==> src/hdl/isl_pkg.sv <==
// ----------------------------------------------------------------------------
// isl_pkg
// Shared types and constants of the indexed sequential list: item layout,
// action and status codes, controller states and the command and status
// groups between controller and datapath.
// ----------------------------------------------------------------------------
package isl_pkg;

  // item field widths
  localparam int unsigned ACT_W   = 3;
  localparam int unsigned POS_W   = 7;
  localparam int unsigned VAL_W   = 32;
  localparam int unsigned ST_W    = 2;
  localparam int unsigned IDX_W   = 6;
  localparam int unsigned CNT_W   = 7;
  localparam int unsigned IN_W    = 48;
  localparam int unsigned OUT_W   = 56;

  // action codes, code seven is unused and rejected
  typedef enum logic [ACT_W-1:0] {
    ACT_INSERT = 3'd0,
    ACT_DELETE = 3'd1,
    ACT_READ   = 3'd2,
    ACT_LOCATE = 3'd3,
    ACT_PREV   = 3'd4,
    ACT_NEXT   = 3'd5,
    ACT_CLEAR  = 3'd6
  } action_e;

  // result status codes
  typedef enum logic [ST_W-1:0] {
    ST_OK        = 2'd0,
    ST_REJECT    = 2'd1,
    ST_NOT_FOUND = 2'd2
  } status_e;

  // controller states
  typedef enum logic [3:0] {
    S_IDLE,
    S_DECODE,
    S_INS_SHIFT,
    S_INS_PUT,
    S_DEL_GRAB,
    S_DEL_SHIFT,
    S_RD_GRAB,
    S_SCAN,
    S_NEXT_GRAB,
    S_FINISH
  } state_e;

  // pointer update
  typedef enum logic [2:0] {
    PTR_HOLD,
    PTR_ZERO,
    PTR_POS,
    PTR_LAST,
    PTR_INC,
    PTR_DEC
  } ptr_op_e;

  // memory write source
  typedef enum logic [1:0] {
    WR_NONE,
    WR_UP,
    WR_DOWN,
    WR_PUT
  } wr_op_e;

  // length counter update
  typedef enum logic [1:0] {
    CNT_HOLD,
    CNT_INC,
    CNT_DEC,
    CNT_CLR
  } cnt_op_e;

  // result data update
  typedef enum logic [1:0] {
    DATA_HOLD,
    DATA_RD,
    DATA_PREV
  } data_op_e;

  // commands from controller to datapath
  typedef struct packed {
    logic     load_in;
    ptr_op_e  ptr_op;
    wr_op_e   wr_op;
    cnt_op_e  cnt_op;
    logic     st_ld;
    status_e  st_val;
    data_op_e data_op;
    logic     idx_ld;
    logic     out_ld;
  } isl_cmd_t;

  // status from datapath to controller
  typedef struct packed {
    action_e act;
    logic    full;
    logic    pos_gt_cnt;
    logic    pos_ge_cnt;
    logic    pos_eq_cnt;
    logic    cnt_zero;
    logic    ptr_gt_pos;
    logic    ptr_last;
    logic    ptr_zero;
    logic    hit;
    logic    out_free;
  } isl_stat_t;

endpackage

==> src/hdl/isl_ram.sv <==
// ----------------------------------------------------------------------------
// isl_ram
// Generic single write port, single read port RAM with registered read.
// ----------------------------------------------------------------------------
module isl_ram #(
  parameter int unsigned WIDTH = 32,
  parameter int unsigned DEPTH = 64
) (
  input  logic                     clk_i,
  input  logic                     we_i,
  input  logic [$clog2(DEPTH)-1:0] waddr_i,
  input  logic [WIDTH-1:0]         wdata_i,
  input  logic [$clog2(DEPTH)-1:0] raddr_i,
  output logic [WIDTH-1:0]         rdata_o
);

  logic [WIDTH-1:0] mem_q [DEPTH];
  logic [WIDTH-1:0] rdata_q;

  // write port
  always_ff @(posedge clk_i) begin
    if (we_i) begin
      mem_q[waddr_i] <= wdata_i;
    end
  end

  // registered read port, old data on a same-address write
  always_ff @(posedge clk_i) begin
    rdata_q <= mem_q[raddr_i];
  end

  assign rdata_o = rdata_q;

endmodule

==> src/hdl/isl_ctrl.sv <==
// ----------------------------------------------------------------------------
// isl_ctrl
// Controller of the indexed sequential list: decodes the action of the item
// held in the datapath and steps it through shift, grab and scan states.
// ----------------------------------------------------------------------------
module isl_ctrl
  import isl_pkg::*;
(
  input  logic      clk_i,
  input  logic      rst_ni,
  input  logic      in_valid_i,
  output logic      in_ready_o,
  input  isl_stat_t stat_i,
  output isl_cmd_t  cmd_o
);

  state_e state_q, state_d;
  logic   loc_hit, prev_hit, next_hit;

  // scan hits qualified by the action
  assign loc_hit  = (stat_i.act == ACT_LOCATE) && stat_i.hit;
  assign prev_hit = (stat_i.act == ACT_PREV) && stat_i.hit && !stat_i.ptr_zero;
  assign next_hit = (stat_i.act == ACT_NEXT) && stat_i.hit && !stat_i.ptr_last;

  // state register
  always_ff @(posedge clk_i or negedge rst_ni) begin
    if (!rst_ni) begin
      state_q <= S_IDLE;
    end else begin
      state_q <= state_d;
    end
  end

  // next state
  always_comb begin
    state_d = state_q;
    case (state_q)
      S_IDLE: begin
        if (in_valid_i) state_d = S_DECODE;
      end
      S_DECODE: begin
        case (stat_i.act)
          ACT_INSERT: begin
            if (stat_i.full || stat_i.pos_gt_cnt) state_d = S_FINISH;
            else if (stat_i.pos_eq_cnt)           state_d = S_INS_PUT;
            else                                  state_d = S_INS_SHIFT;
          end
          ACT_DELETE: state_d = stat_i.pos_ge_cnt ? S_FINISH : S_DEL_GRAB;
          ACT_READ:   state_d = stat_i.pos_ge_cnt ? S_FINISH : S_RD_GRAB;
          ACT_LOCATE, ACT_PREV, ACT_NEXT: begin
            state_d = stat_i.cnt_zero ? S_FINISH : S_SCAN;
          end
          default: state_d = S_FINISH;
        endcase
      end
      S_INS_SHIFT: begin
        if (!stat_i.ptr_gt_pos) state_d = S_INS_PUT;
      end
      S_INS_PUT: state_d = S_FINISH;
      S_DEL_GRAB: state_d = stat_i.ptr_last ? S_FINISH : S_DEL_SHIFT;
      S_DEL_SHIFT: begin
        if (stat_i.ptr_last) state_d = S_FINISH;
      end
      S_RD_GRAB: state_d = S_FINISH;
      S_SCAN: begin
        if (loc_hit || prev_hit)  state_d = S_FINISH;
        else if (next_hit)        state_d = S_NEXT_GRAB;
        else if (stat_i.ptr_last) state_d = S_FINISH;
      end
      S_NEXT_GRAB: state_d = S_FINISH;
      S_FINISH: begin
        if (stat_i.out_free) state_d = S_IDLE;
      end
      default: state_d = S_IDLE;
    endcase
  end

  // commands
  always_comb begin
    in_ready_o    = 1'b0;
    cmd_o         = '0;
    cmd_o.ptr_op  = PTR_HOLD;
    cmd_o.wr_op   = WR_NONE;
    cmd_o.cnt_op  = CNT_HOLD;
    cmd_o.st_val  = ST_OK;
    cmd_o.data_op = DATA_HOLD;
    case (state_q)
      S_IDLE: begin
        in_ready_o    = 1'b1;
        cmd_o.load_in = in_valid_i;
      end
      S_DECODE: begin
        case (stat_i.act)
          ACT_INSERT: begin
            if (stat_i.full || stat_i.pos_gt_cnt) begin
              cmd_o.st_ld  = 1'b1;
              cmd_o.st_val = ST_REJECT;
            end else if (!stat_i.pos_eq_cnt) begin
              cmd_o.ptr_op = PTR_LAST;
            end
          end
          ACT_DELETE, ACT_READ: begin
            if (stat_i.pos_ge_cnt) begin
              cmd_o.st_ld  = 1'b1;
              cmd_o.st_val = ST_REJECT;
            end else begin
              cmd_o.ptr_op = PTR_POS;
            end
          end
          ACT_LOCATE, ACT_PREV, ACT_NEXT: begin
            if (stat_i.cnt_zero) begin
              cmd_o.st_ld  = 1'b1;
              cmd_o.st_val = ST_NOT_FOUND;
            end else begin
              cmd_o.ptr_op = PTR_ZERO;
            end
          end
          ACT_CLEAR: cmd_o.cnt_op = CNT_CLR;
          default: begin
            cmd_o.st_ld  = 1'b1;
            cmd_o.st_val = ST_REJECT;
          end
        endcase
      end
      S_INS_SHIFT: begin
        cmd_o.wr_op = WR_UP;
        if (stat_i.ptr_gt_pos) cmd_o.ptr_op = PTR_DEC;
      end
      S_INS_PUT: begin
        cmd_o.wr_op  = WR_PUT;
        cmd_o.cnt_op = CNT_INC;
      end
      S_DEL_GRAB: begin
        cmd_o.data_op = DATA_RD;
        if (stat_i.ptr_last) cmd_o.cnt_op = CNT_DEC;
        else                 cmd_o.ptr_op = PTR_INC;
      end
      S_DEL_SHIFT: begin
        cmd_o.wr_op = WR_DOWN;
        if (stat_i.ptr_last) cmd_o.cnt_op = CNT_DEC;
        else                 cmd_o.ptr_op = PTR_INC;
      end
      S_RD_GRAB: cmd_o.data_op = DATA_RD;
      S_SCAN: begin
        if (loc_hit) begin
          cmd_o.idx_ld = 1'b1;
        end else if (prev_hit) begin
          cmd_o.data_op = DATA_PREV;
        end else if (next_hit) begin
          cmd_o.ptr_op = PTR_INC;
        end else if (stat_i.ptr_last) begin
          cmd_o.st_ld  = 1'b1;
          cmd_o.st_val = ST_NOT_FOUND;
        end else begin
          cmd_o.ptr_op = PTR_INC;
        end
      end
      S_NEXT_GRAB: cmd_o.data_op = DATA_RD;
      S_FINISH: cmd_o.out_ld = stat_i.out_free;
      default: ;
    endcase
  end

endmodule

==> src/hdl/isl_dp.sv <==
// ----------------------------------------------------------------------------
// isl_dp
// Datapath of the indexed sequential list: item registers, length counter,
// walking pointer, entry memory, result registers and the output register.
// ----------------------------------------------------------------------------
module isl_dp
  import isl_pkg::*;
#(
  parameter int unsigned DEPTH = 64
) (
  input  logic             clk_i,
  input  logic             rst_ni,
  input  isl_cmd_t         cmd_i,
  output isl_stat_t        stat_o,
  input  logic [IN_W-1:0]  in_data_i,
  output logic             out_valid_o,
  input  logic             out_ready_i,
  output logic [OUT_W-1:0] out_data_o
);

  localparam int unsigned AW   = $clog2(DEPTH);
  localparam int unsigned CW   = $clog2(DEPTH + 1);
  localparam int unsigned CMPW = (CW > POS_W) ? CW : POS_W;

  // item registers
  logic [ACT_W-1:0] act_q;
  logic [POS_W-1:0] pos_q;
  logic [VAL_W-1:0] val_q;

  // control state
  logic [CW-1:0]    cnt_q, cnt_d;
  logic [CW-1:0]    ptr_q, ptr_d;
  logic             out_valid_q;

  // result and scan registers
  logic [ST_W-1:0]  res_st_q;
  logic [VAL_W-1:0] res_data_q;
  logic [IDX_W-1:0] res_idx_q;
  logic [VAL_W-1:0] prev_q;
  logic [OUT_W-1:0] out_data_q;

  logic [CMPW-1:0]  pos_x, cnt_x, ptr_x;
  logic [CW-1:0]    ptr_inc, ptr_dec;
  logic [VAL_W-1:0] rdata;
  logic             we;
  logic [AW-1:0]    waddr;
  logic [VAL_W-1:0] wdata;
  logic [CNT_W-1:0] cnt_out;

  assign pos_x   = CMPW'(pos_q);
  assign cnt_x   = CMPW'(cnt_q);
  assign ptr_x   = CMPW'(ptr_q);
  assign ptr_inc = ptr_q + CW'(1);
  assign ptr_dec = ptr_q - CW'(1);

  // capture the accepted item
  always_ff @(posedge clk_i) begin
    if (cmd_i.load_in) begin
      act_q <= in_data_i[ACT_W-1:0];
      pos_q <= in_data_i[ACT_W +: POS_W];
      val_q <= in_data_i[ACT_W+POS_W +: VAL_W];
    end
  end

  // pointer, read address follows its next value
  always_comb begin
    case (cmd_i.ptr_op)
      PTR_ZERO: ptr_d = '0;
      PTR_POS:  ptr_d = pos_x[CW-1:0];
      PTR_LAST: ptr_d = cnt_q - CW'(1);
      PTR_INC:  ptr_d = ptr_inc;
      PTR_DEC:  ptr_d = ptr_dec;
      default:  ptr_d = ptr_q;
    endcase
  end

  // length counter
  always_comb begin
    case (cmd_i.cnt_op)
      CNT_INC: cnt_d = cnt_q + CW'(1);
      CNT_DEC: cnt_d = cnt_q - CW'(1);
      CNT_CLR: cnt_d = '0;
      default: cnt_d = cnt_q;
    endcase
  end

  always_ff @(posedge clk_i or negedge rst_ni) begin
    if (!rst_ni) begin
      cnt_q <= '0;
      ptr_q <= '0;
    end else begin
      cnt_q <= cnt_d;
      ptr_q <= ptr_d;
    end
  end

  // write side: shift up, shift down or place the new value
  always_comb begin
    we    = 1'b1;
    waddr = pos_x[AW-1:0];
    wdata = rdata;
    case (cmd_i.wr_op)
      WR_UP:   waddr = ptr_inc[AW-1:0];
      WR_DOWN: waddr = ptr_dec[AW-1:0];
      WR_PUT:  wdata = val_q;
      default: we = 1'b0;
    endcase
  end

  isl_ram #(
    .WIDTH (VAL_W),
    .DEPTH (DEPTH)
  ) u_ram (
    .clk_i   (clk_i),
    .we_i    (we),
    .waddr_i (waddr),
    .wdata_i (wdata),
    .raddr_i (ptr_d[AW-1:0]),
    .rdata_o (rdata)
  );

  // result registers, cleared for each new item
  always_ff @(posedge clk_i) begin
    prev_q <= rdata;
    if (cmd_i.load_in) begin
      res_st_q   <= ST_OK;
      res_data_q <= '0;
      res_idx_q  <= '0;
    end else begin
      if (cmd_i.st_ld) res_st_q <= cmd_i.st_val;
      case (cmd_i.data_op)
        DATA_RD:   res_data_q <= rdata;
        DATA_PREV: res_data_q <= prev_q;
        default:   res_data_q <= res_data_q;
      endcase
      if (cmd_i.idx_ld) res_idx_q <= ptr_x[IDX_W-1:0];
    end
  end

  // output register
  assign cnt_out = cnt_x[CNT_W-1:0];

  always_ff @(posedge clk_i or negedge rst_ni) begin
    if (!rst_ni) begin
      out_valid_q <= 1'b0;
    end else if (cmd_i.out_ld) begin
      out_valid_q <= 1'b1;
    end else if (out_ready_i) begin
      out_valid_q <= 1'b0;
    end
  end

  always_ff @(posedge clk_i) begin
    if (cmd_i.out_ld) begin
      out_data_q <= {7'd0,
                     (cnt_q == CW'(DEPTH)),
                     (cnt_q == '0),
                     cnt_out,
                     res_idx_q,
                     res_data_q,
                     res_st_q};
    end
  end

  assign out_valid_o = out_valid_q;
  assign out_data_o  = out_data_q;

  // status toward the controller
  always_comb begin
    stat_o            = '0;
    stat_o.act        = action_e'(act_q);
    stat_o.full       = (cnt_q == CW'(DEPTH));
    stat_o.pos_gt_cnt = (pos_x > cnt_x);
    stat_o.pos_ge_cnt = (pos_x >= cnt_x);
    stat_o.pos_eq_cnt = (pos_x == cnt_x);
    stat_o.cnt_zero   = (cnt_q == '0);
    stat_o.ptr_gt_pos = (ptr_x > pos_x);
    stat_o.ptr_last   = (ptr_inc == cnt_q);
    stat_o.ptr_zero   = (ptr_q == '0);
    stat_o.hit        = (rdata == val_q);
    stat_o.out_free   = !out_valid_q || out_ready_i;
  end

endmodule

==> src/hdl/indexed_sequential_list.sv <==
// ----------------------------------------------------------------------------
// indexed_sequential_list
// Ordered list of signed 32-bit values with insert, delete, read, search and
// clear at an index, one status result for each item.
// ----------------------------------------------------------------------------
// One item is worked at a time; the slave side is ready only while the block
// is idle, and a finished result waits in the output register without
// holding up the next item. All entries live in one RAM with one write and
// one registered read port, so shift and search steps go one entry at a time.
// Insert moves the entries from the tail down to the position up by one,
// delete moves those above the position down by one, and locate, previous
// and next examine entries from the head, at most count of them, with one
// more read of the successor for a next hit. Another item may be accepted in
// the cycle after a result loads.
// ----------------------------------------------------------------------------
module indexed_sequential_list
  import isl_pkg::*;
#(
  parameter int unsigned DEPTH = 64
) (
  input  logic             clk_i,
  input  logic             rst_ni,
  // action [2:0], position [9:3], value [41:10], zero [47:42]
  input  logic [IN_W-1:0]  s_axis_tdata_i,
  input  logic             s_axis_tvalid_i,
  output logic             s_axis_tready_o,
  // status [1:0], data_out [33:2], found_index [39:34], count [46:40],
  // is_empty [47], is_full [48], zero [55:49]
  output logic [OUT_W-1:0] m_axis_tdata_o,
  output logic             m_axis_tvalid_o,
  input  logic             m_axis_tready_i
);

  isl_cmd_t  cmd;
  isl_stat_t stat;

  // sequencer
  isl_ctrl u_ctrl (
    .clk_i      (clk_i),
    .rst_ni     (rst_ni),
    .in_valid_i (s_axis_tvalid_i),
    .in_ready_o (s_axis_tready_o),
    .stat_i     (stat),
    .cmd_o      (cmd)
  );

  // storage, counters and result path
  isl_dp #(
    .DEPTH (DEPTH)
  ) u_dp (
    .clk_i       (clk_i),
    .rst_ni      (rst_ni),
    .cmd_i       (cmd),
    .stat_o      (stat),
    .in_data_i   (s_axis_tdata_i),
    .out_valid_o (m_axis_tvalid_o),
    .out_ready_i (m_axis_tready_i),
    .out_data_o  (m_axis_tdata_o)
  );

endmodule

==> config.mk <==
export PLATFORM = sky130hd
export DESIGN_NAME = indexed_sequential_list
export DESIGN_NICKNAME = d
export VERILOG_FILES = /design/src/hdl/isl_pkg.sv /design/src/hdl/isl_ram.sv /design/src/hdl/isl_ctrl.sv /design/src/hdl/isl_dp.sv /design/src/hdl/indexed_sequential_list.sv
export SDC_FILE = /design/constraint.sdc
export NUM_CORES = 2
export LEC_CHECK = 0
export BUFFER_PORTS_ARGS = -buffer_cell sky130_fd_sc_hd__buf_2
export CORE_ASPECT_RATIO = 1.5
export CORE_UTILIZATION = 30
export DETAILED_ROUTE_END_ITERATION = 8
export SYNTH_ARGS = -nofsm -noshare
export SYNTH_HDL_FRONTEND = slang
export SYNTH_SLANG_ARGS = --single-unit
==> constraint.sdc <==
create_clock -name clk_i -period 6 [get_ports clk_i]
set_clock_uncertainty 0.15 [all_clocks]
set_input_delay 0.3 -clock clk_i [delete_from_list [all_inputs] [get_ports clk_i]]
set_output_delay 0.3 -clock clk_i [all_outputs]
set_load 0.05 [all_outputs]
# Word-level counts from Yosys, hierarchy flattened

Memories as Yosys holds them, arrays and structs flattened. A register that Yosys moved wholly into a read port is not among the register bits.
Index checks and enable logic that the tools add are counted.

Flip-flop bits (word level): 182
Bits of input ports: 52
Word-level logic and storage cells: 137
RAM bits: 2,048
Memories: 1
Bits in read-only memories: 0
Latch bits: 0

Memory list:

| memory           | depth | width | rd ports | clocked after Yosys merged registers in | write ports | RTL line      | source |
|---|---|---|---|---|---|---|---|
| u_dp.u_ram.mem_q | 64    | 32    | 1        | 1                                       | 1           | isl_ram.sv:17 | `logic [WIDTH-1:0] mem_q [DEPTH];` |

Order comparisons: 3
Shift operators: 0
Muxes and demuxes: 55
Add/sub/neg operators: 4
Eq/ne operators: 35
Bitwise gates (word level): 0
$mul: 0
Divide/modulo/power cells: 0
Reductions and logical operators: 26

Operators by type and width:

| operator                                          | count |
|---|---|
| case mux 32 bit (2 select lines)                  | 1 |
| 2-to-1 mux 4 bit                                  | 11 |
| case mux 7 bit (5 select lines)                   | 1 |
| 2-to-1 mux 3 bit                                  | 11 |
| == test 32 bit                                    | 1 |
| 2-to-1 mux 32 bit                                 | 1 |
| case mux 4 bit (8 select lines)                   | 1 |
| case mux 3 bit (4 select lines)                   | 2 |
| case mux 7 bit (3 select lines)                   | 1 |
| == test 4 x 3 -> 1 bit (second input constant)    | 4 |
| case mux 4 bit (4 select lines)                   | 1 |
| == test 3 bit (second input constant)             | 5 |
| adder 7 x 1 -> 7 bit (second input constant)      | 2 |
| == test 7 bit                                     | 2 |
| greater-than comparator 7 bit                     | 2 |
| zero test 7 bit                                   | 2 |
| subtractor 7 x 1 -> 7 bit (second input constant) | 2 |
| == test 3 x 2 -> 1 bit (second input constant)    | 4 |
| 2-to-1 mux 1 bit                                  | 12 |
| 2-to-1 mux 2 bit                                  | 6 |
| case mux 2 bit (3 select lines)                   | 2 |
| case mux 6 bit (2 select lines)                   | 1 |
| OR reduction 3 bit                                | 4 |
| == test 2 bit (second input constant)             | 5 |
| 23 further kinds                                  | 39 |

# Longest topological paths before layout

Depth after elaboration: 10
Gate-level depth with buffers: 20
Depth with buffers taken out: 15

# By module

From an unflattened synthesis, not the netlist that was laid out.

Cells, all modules: 4,125
Area total of the unflattened synthesis: 87,211.1 sq um

By module, submodules not included:

| module   | area each (sq um) | instances | cells each | sequential area each (sq um) |
|---|---|---|---|---|
| isl_ram  | 78,515.3          | 1         | 3,324      | 62,139.6 |
| isl_dp   | 7,896.3           | 1         | 688        | 4,549.4 |
| isl_ctrl | 799.5             | 1         | 113        | 100.1 |

# Least setup slack after synthesis

OpenSTA, ideal clock, no wires.

Kind: reg-to-reg
From: register u_ctrl.state_q[1]
To: register u_dp.act_q[0], enable pin
Library setup time: 0.423 ns
Slack: 1.411 ns
Cell stages (with the launch flop): 6
Period minus slack after synthesis: 4.589 ns
Data arrival time: 4.016 ns
Cell sequence: dfrtp_1 > clkbuf_1 > nor4_1 > and2_1 > clkbuf_1 > buf_1

RTL lines:

| what                     | RTL line       | source |
|---|---|---|
| start: declaration       | isl_ctrl.sv:17 | `state_e state_q, state_d;` |
| start signal: assignment | isl_ctrl.sv:30 | `state_q <= state_d;` |
| end signal: assignment   | isl_dp.sv:59   | `act_q <= in_data_i[ACT_W-1:0];` |
| end: declaration         | isl_dp.sv:26   | `logic [ACT_W-1:0] act_q;` |

# Final worst setup path

From: register u_dp.ptr_q[0]
To: register u_dp.u_ram.rdata_q[16], in the netlist u_dp.u_ram.rdata_o[16] (read register of u_dp.u_ram.mem_q)

Word-level cells in the longest chain between the ends: 10

RTL lines:

| what                                        | RTL line        | source |
|---|---|---|
| start: declaration                          | isl_dp.sv:32    | `logic [CW-1:0] ptr_q, ptr_d;` |
| start signal: assignment                    | isl_dp.sv:93    | `ptr_q <= ptr_d;` |
| adder 7 x 1 -> 7 bit                        | isl_dp.sv:53    | `assign ptr_inc = ptr_q + CW'(1);` |
| == test 7 bit                               | isl_dp.sv:178   | `stat_o.ptr_last = (ptr_inc == cnt_q);` |
| zero test 1 bit                             | isl_ctrl.sv:23  | `assign next_hit = (stat_i.act == ACT_NEXT) && stat_i.hit && !stat_i.ptr_last;` |
| logical AND 1 bit                           | isl_ctrl.sv:23  |  |
| 2-to-1 mux 3 bit                            | isl_ctrl.sv:149 | `end else if (next_hit) begin` |
| 2-to-1 mux 3 bit                            | isl_ctrl.sv:147 | `end else if (prev_hit) begin` |
| 2-to-1 mux 3 bit                            | isl_ctrl.sv:145 | `if (loc_hit) begin` |
| case mux 3 bit (4 select lines)             | isl_ctrl.sv:87  | `case (state_q)` |
| == test 3 bit, or another cell as far along | isl_dp.sv:67    | `case (cmd_i.ptr_op)` |
| case mux 7 bit (5 select lines) *           | isl_dp.sv:67    |  |
| named net u_dp.ptr_d[4]                     | isl_dp.sv:32    |  |
| end: declaration                            | isl_ram.sv:18   | `logic [WIDTH-1:0] rdata_q;` |

The timed path passes the listed nets; every way through them passes the cells marked *.
A chain may end at the register's enable or synchronous reset.

==> run_results.csv <==
group,metric,value,unit
final_layout,final_cells,10500,
clock_network,cts_root_buf,"clkbuf_16",
synthesis,netlist-cell-type-count,76,
routing,wire_per_inst,22.0,um
sta,setup-tns-final,0,ps
die,io_pins,110,
die,fp.dieArea,296000,um^2
sta,holdWs,64.0,ps
synthesis,syn_inst,6269,
pwr,ir_drop,0.000512,V
setup_path,path_delay_family,"compound AO/OA/AOI/OAI gates",
hold_path,min_path_type,"in2reg",
placed_design,dp_cells,10100,
final_layout,final_layout_size_suffix_gt1_frac,0.115,
routing,first_pass_iters,5,
setup_path,cpMostUsedCell,"inv_1",
clock_network,cts.path.max_buffers,4,
grt,grt_pass1_vias,53200,
setup_path,crit_path_max_incr_delay,720,ps
grt,grt_util_met2,0.285,
die,die_w,445,um
routing,wirelength,232,mm
final_layout,final_util,0.350,
grt,grt_antenna_before_repair,2,
final_layout,fin_nets,6527,
clock_network,clk-insertion-delay-late,860,ps
setup_path,end_kind,"flop",
placed_design,place.gp.congestion,0.850,
setup_path,cp.required,6590,ps
setup_path,cp.arrival,6140,ps
final_layout,finish.instance_area,102000,um^2
setup_path,start_kind,"flop",
setup_path,critPathKind,"reg2reg",
sta,finalCriticalPeriod,5550,ps
clock_network,post_cts_buffers,0,
grt,grt.busiest_layer,"met2",
clock_network,cts.sinks,2262,
final_layout,syn_to_final_growth,16.0,%
sta,setup_violations,0,
clock_network,cts_tree,"done",
clock_network,cts_inserted_buffers,194,
sta,worst_slew_pin_slew,1410,ps
setup_path,critical_path.cell_chain,"inv_1, ha_1, or4b_1, o311ai_1, and2_1, o31ai_1, a211oi_2, a31oi_1, o211ai_1, inv_1, nand3_2, buf_12, o22ai_1, or4_1, nor2_1",
sta,period_share,0.925,
sta,maxSlewViolCount,0,
grt,use_met3,0.0158,
status,status,"finished, final reports clean",
job,maxCapViolCount,0,
synthesis,synth-seq-area-share,0.757,
grt,grt-ovfl-total,0,
sta,finalHoldViolCount,0,
die,start_util,0.302,
pwr,leakage,33.1,nW
placed_design,dpl.hpwl,141,mm
setup_path,path_buf_inv,3,
synthesis,syn_area,88300,um^2
setup_path,path_max_fanout,32,
placed_design,port_buffers,96,
die,row_count,243,
synthesis,synth_edf_count,2139,
sta,rsz0062_at_grt,"false",
routing,postRouteAntennaNets,0,
routing,drtIter0Drc,4868,
routing,route.vias.total,54000,
sta,max_freq,0.180,GHz
routing,drc,0,
setup_path,cp_slowest_cell,"o211ai_1",
clock_network,cts_resized,0,
routing,viasPerCell,5.13,
synthesis,ys_ff_latch,2262,
grt,grt_pass1_wl,342,mm
clock_network,path_clk_slew,70,ps
pwr,powerDensity,578,nW/um^2
synthesis,ys.flop_type,"edfxtp_1",
synthesis,syn_avg_cell_area,14.1,um^2
die,core_area,292000,um^2
synthesis,async_reset_ff_frac,0.00840,
grt,grt_util_met1,0.175,
sta,timing.slew.headroom,0.0599,
grt,grt_max_degree,138,
grt,grt_usage,0.151,
placed_design,place_area,94900,um^2
die,die_h,666,um
clock_network,htree_levels,4,
synthesis,yosysWarningCount,0,
==> cell type report <==
| cell class | count | area (um^2) |
|---|---|---|
| diodes | 1 | 2.50 |
| clock buffers | 237 | 5260 |
| clock inverters | 113 | 1370 |
| fillers | 27400 | 190000 |
| inverters | 31 | 124 |
| multi-input cells | 3546 | 20100 |
| flip-flops and latches | 2262 | 66800 |
| well taps | 3920 | 4900 |
| repair buffers | 416 | 3830 |
==> cell usage after synthesis, drive strengths merged, types with 48 or more instances <==
cell,count,share of area
nor2,205,0.0087
a32o,255,0.029
a21oi,568,0.032
nand2,1580,0.067
o22ai,132,0.0094
dfxtp,104,0.024
mux2i,48,0.0054
a32oi,257,0.026
buf,149,0.0084
a22oi,127,0.011
clkbuf,287,0.012
edfxtp,2139,0.73
==> through the flow <==
stage / setup slack [ps] / power (mW)
5_1_grt: 170 / 62.2
4_1_cts: 459 / 59.4
3_3_place_gp: -946 / 45.4
2_1_floorplan: 1410 / 37.7
3_5_place_dp: 437 / 46.1
6_report: 449 / 59.2
==> flip-flops by register name, indices dropped and copies added, names as in the netlist, 3 cells and up <==
register,flops
u_dp.res_data_q,32
u_dp.act_q,3
u_dp.u_ram.mem_q,2048
u_dp.val_q,32
u_dp.cnt_out,7
u_dp.prev_q,32
u_dp.out_data_o,49
u_dp.u_ram.rdata_o,32
u_ctrl.state_q,4
u_dp.ptr_q,7
u_dp.pos_q,7
u_dp.res_idx_q,6
==> worst reg2reg max path: cells and delay by family (launching register included) <==
kind                       cells  cell delay (ps)
DFF                            1              440
adders and majority gates      1              160
buffers and inverters          3              760
and+or+nand+nor                5             1770
AOI/OAI and AO/OA              6             2160
==> cells by family after synthesis <==
logic type	Yosys count	synth area share
flip-flops	2262	0.757
AND/OR/NAND/NOR	1959	0.0889
AO/OA/AOI/OAI	1417	0.114
buffers and inverters	467	0.0220
multiplexers	83	0.00991
XOR/XNOR	56	0.00556
adder cells (fa/ha/maj)	24	0.00340
other	1	0.0000425
==> where the power goes <==
group	internal (mW)	switching [mW]
Clock	7.57	5.65
Sequential	20.3	0.640
Combinational	8.18	16.8
==> metal layers <==
layer | wire, um | up-vias
met5 | 0 | -
met4 | 7320 | 0
met3 | 11700 | 391
met2 | 124000 | 1767
met1 | 88600 | 27600
li1 | - | 24200
==> cell usage in the layout (no fill, tap or decap), types with 8 or more instances in the layout <==
cell              n
nor2_4           66
xnor2_1          20
nor4_1           12
nand3_1          14
ha_1             23
and2_1            8
clkbuf_8          9
nor2_1          137
edfxtp_1       2139
nor3_1           12
xor2_1           36
a22oi_1         127
clkinv_1         27
a21oi_1         568
dfrtp_1          19
clkbuf_1         27
a32oi_1         257
nand4_1          39
clkinvlp_4        9
buf_2            96
bufinv_16        31
nand2b_1          9
and3_1            9
buf_12           58
o22ai_1         132
clkbuf_16       201
a32o_1          255
clkinv_2         35
dfxtp_1         104
inv_1            30
o21ai_0          18
buf_4           175
dlygate4sd3_1    87
or4_1            31
nand2_1        1578
mux2i_1          48
mux2_2           34
==> repair_timing <==
item | in CTS | in global routing
hold endpoints to repair | 76 | 0
hold buffers | 87 | 0
endpoints found under the setup margin | 0 | 0
==> worst paths after layout <==
path | from | to | slack [ps] | depth (start not counted)
min in group asynchronous | rst_ni | u_dp.cnt_out[1]$_DFFE_PN0P_ | 560 | 3
worst max-delay path | u_dp.ptr_q[0]$_DFF_PN0_ | u_dp.u_ram.rdata_o[16]$_DFF_P_ | 450 | 15
worst min register to register | u_dp.u_ram.rdata_o[14]$_DFF_P_ | u_dp.prev_q[14]$_DFF_P_ | 260 | 0
worst max register to register | u_dp.ptr_q[0]$_DFF_PN0_ | u_dp.u_ram.rdata_o[16]$_DFF_P_ | 450 | 15
max in group asynchronous | rst_ni | u_dp.cnt_out[2]$_DFFE_PN0P_ | 4470 | 3
worst min-delay path | s_axis_tdata_i[37] | u_dp.val_q[27]$_DFFE_PP_ | 60 | 2
Power figures use the tool's default switching activity.
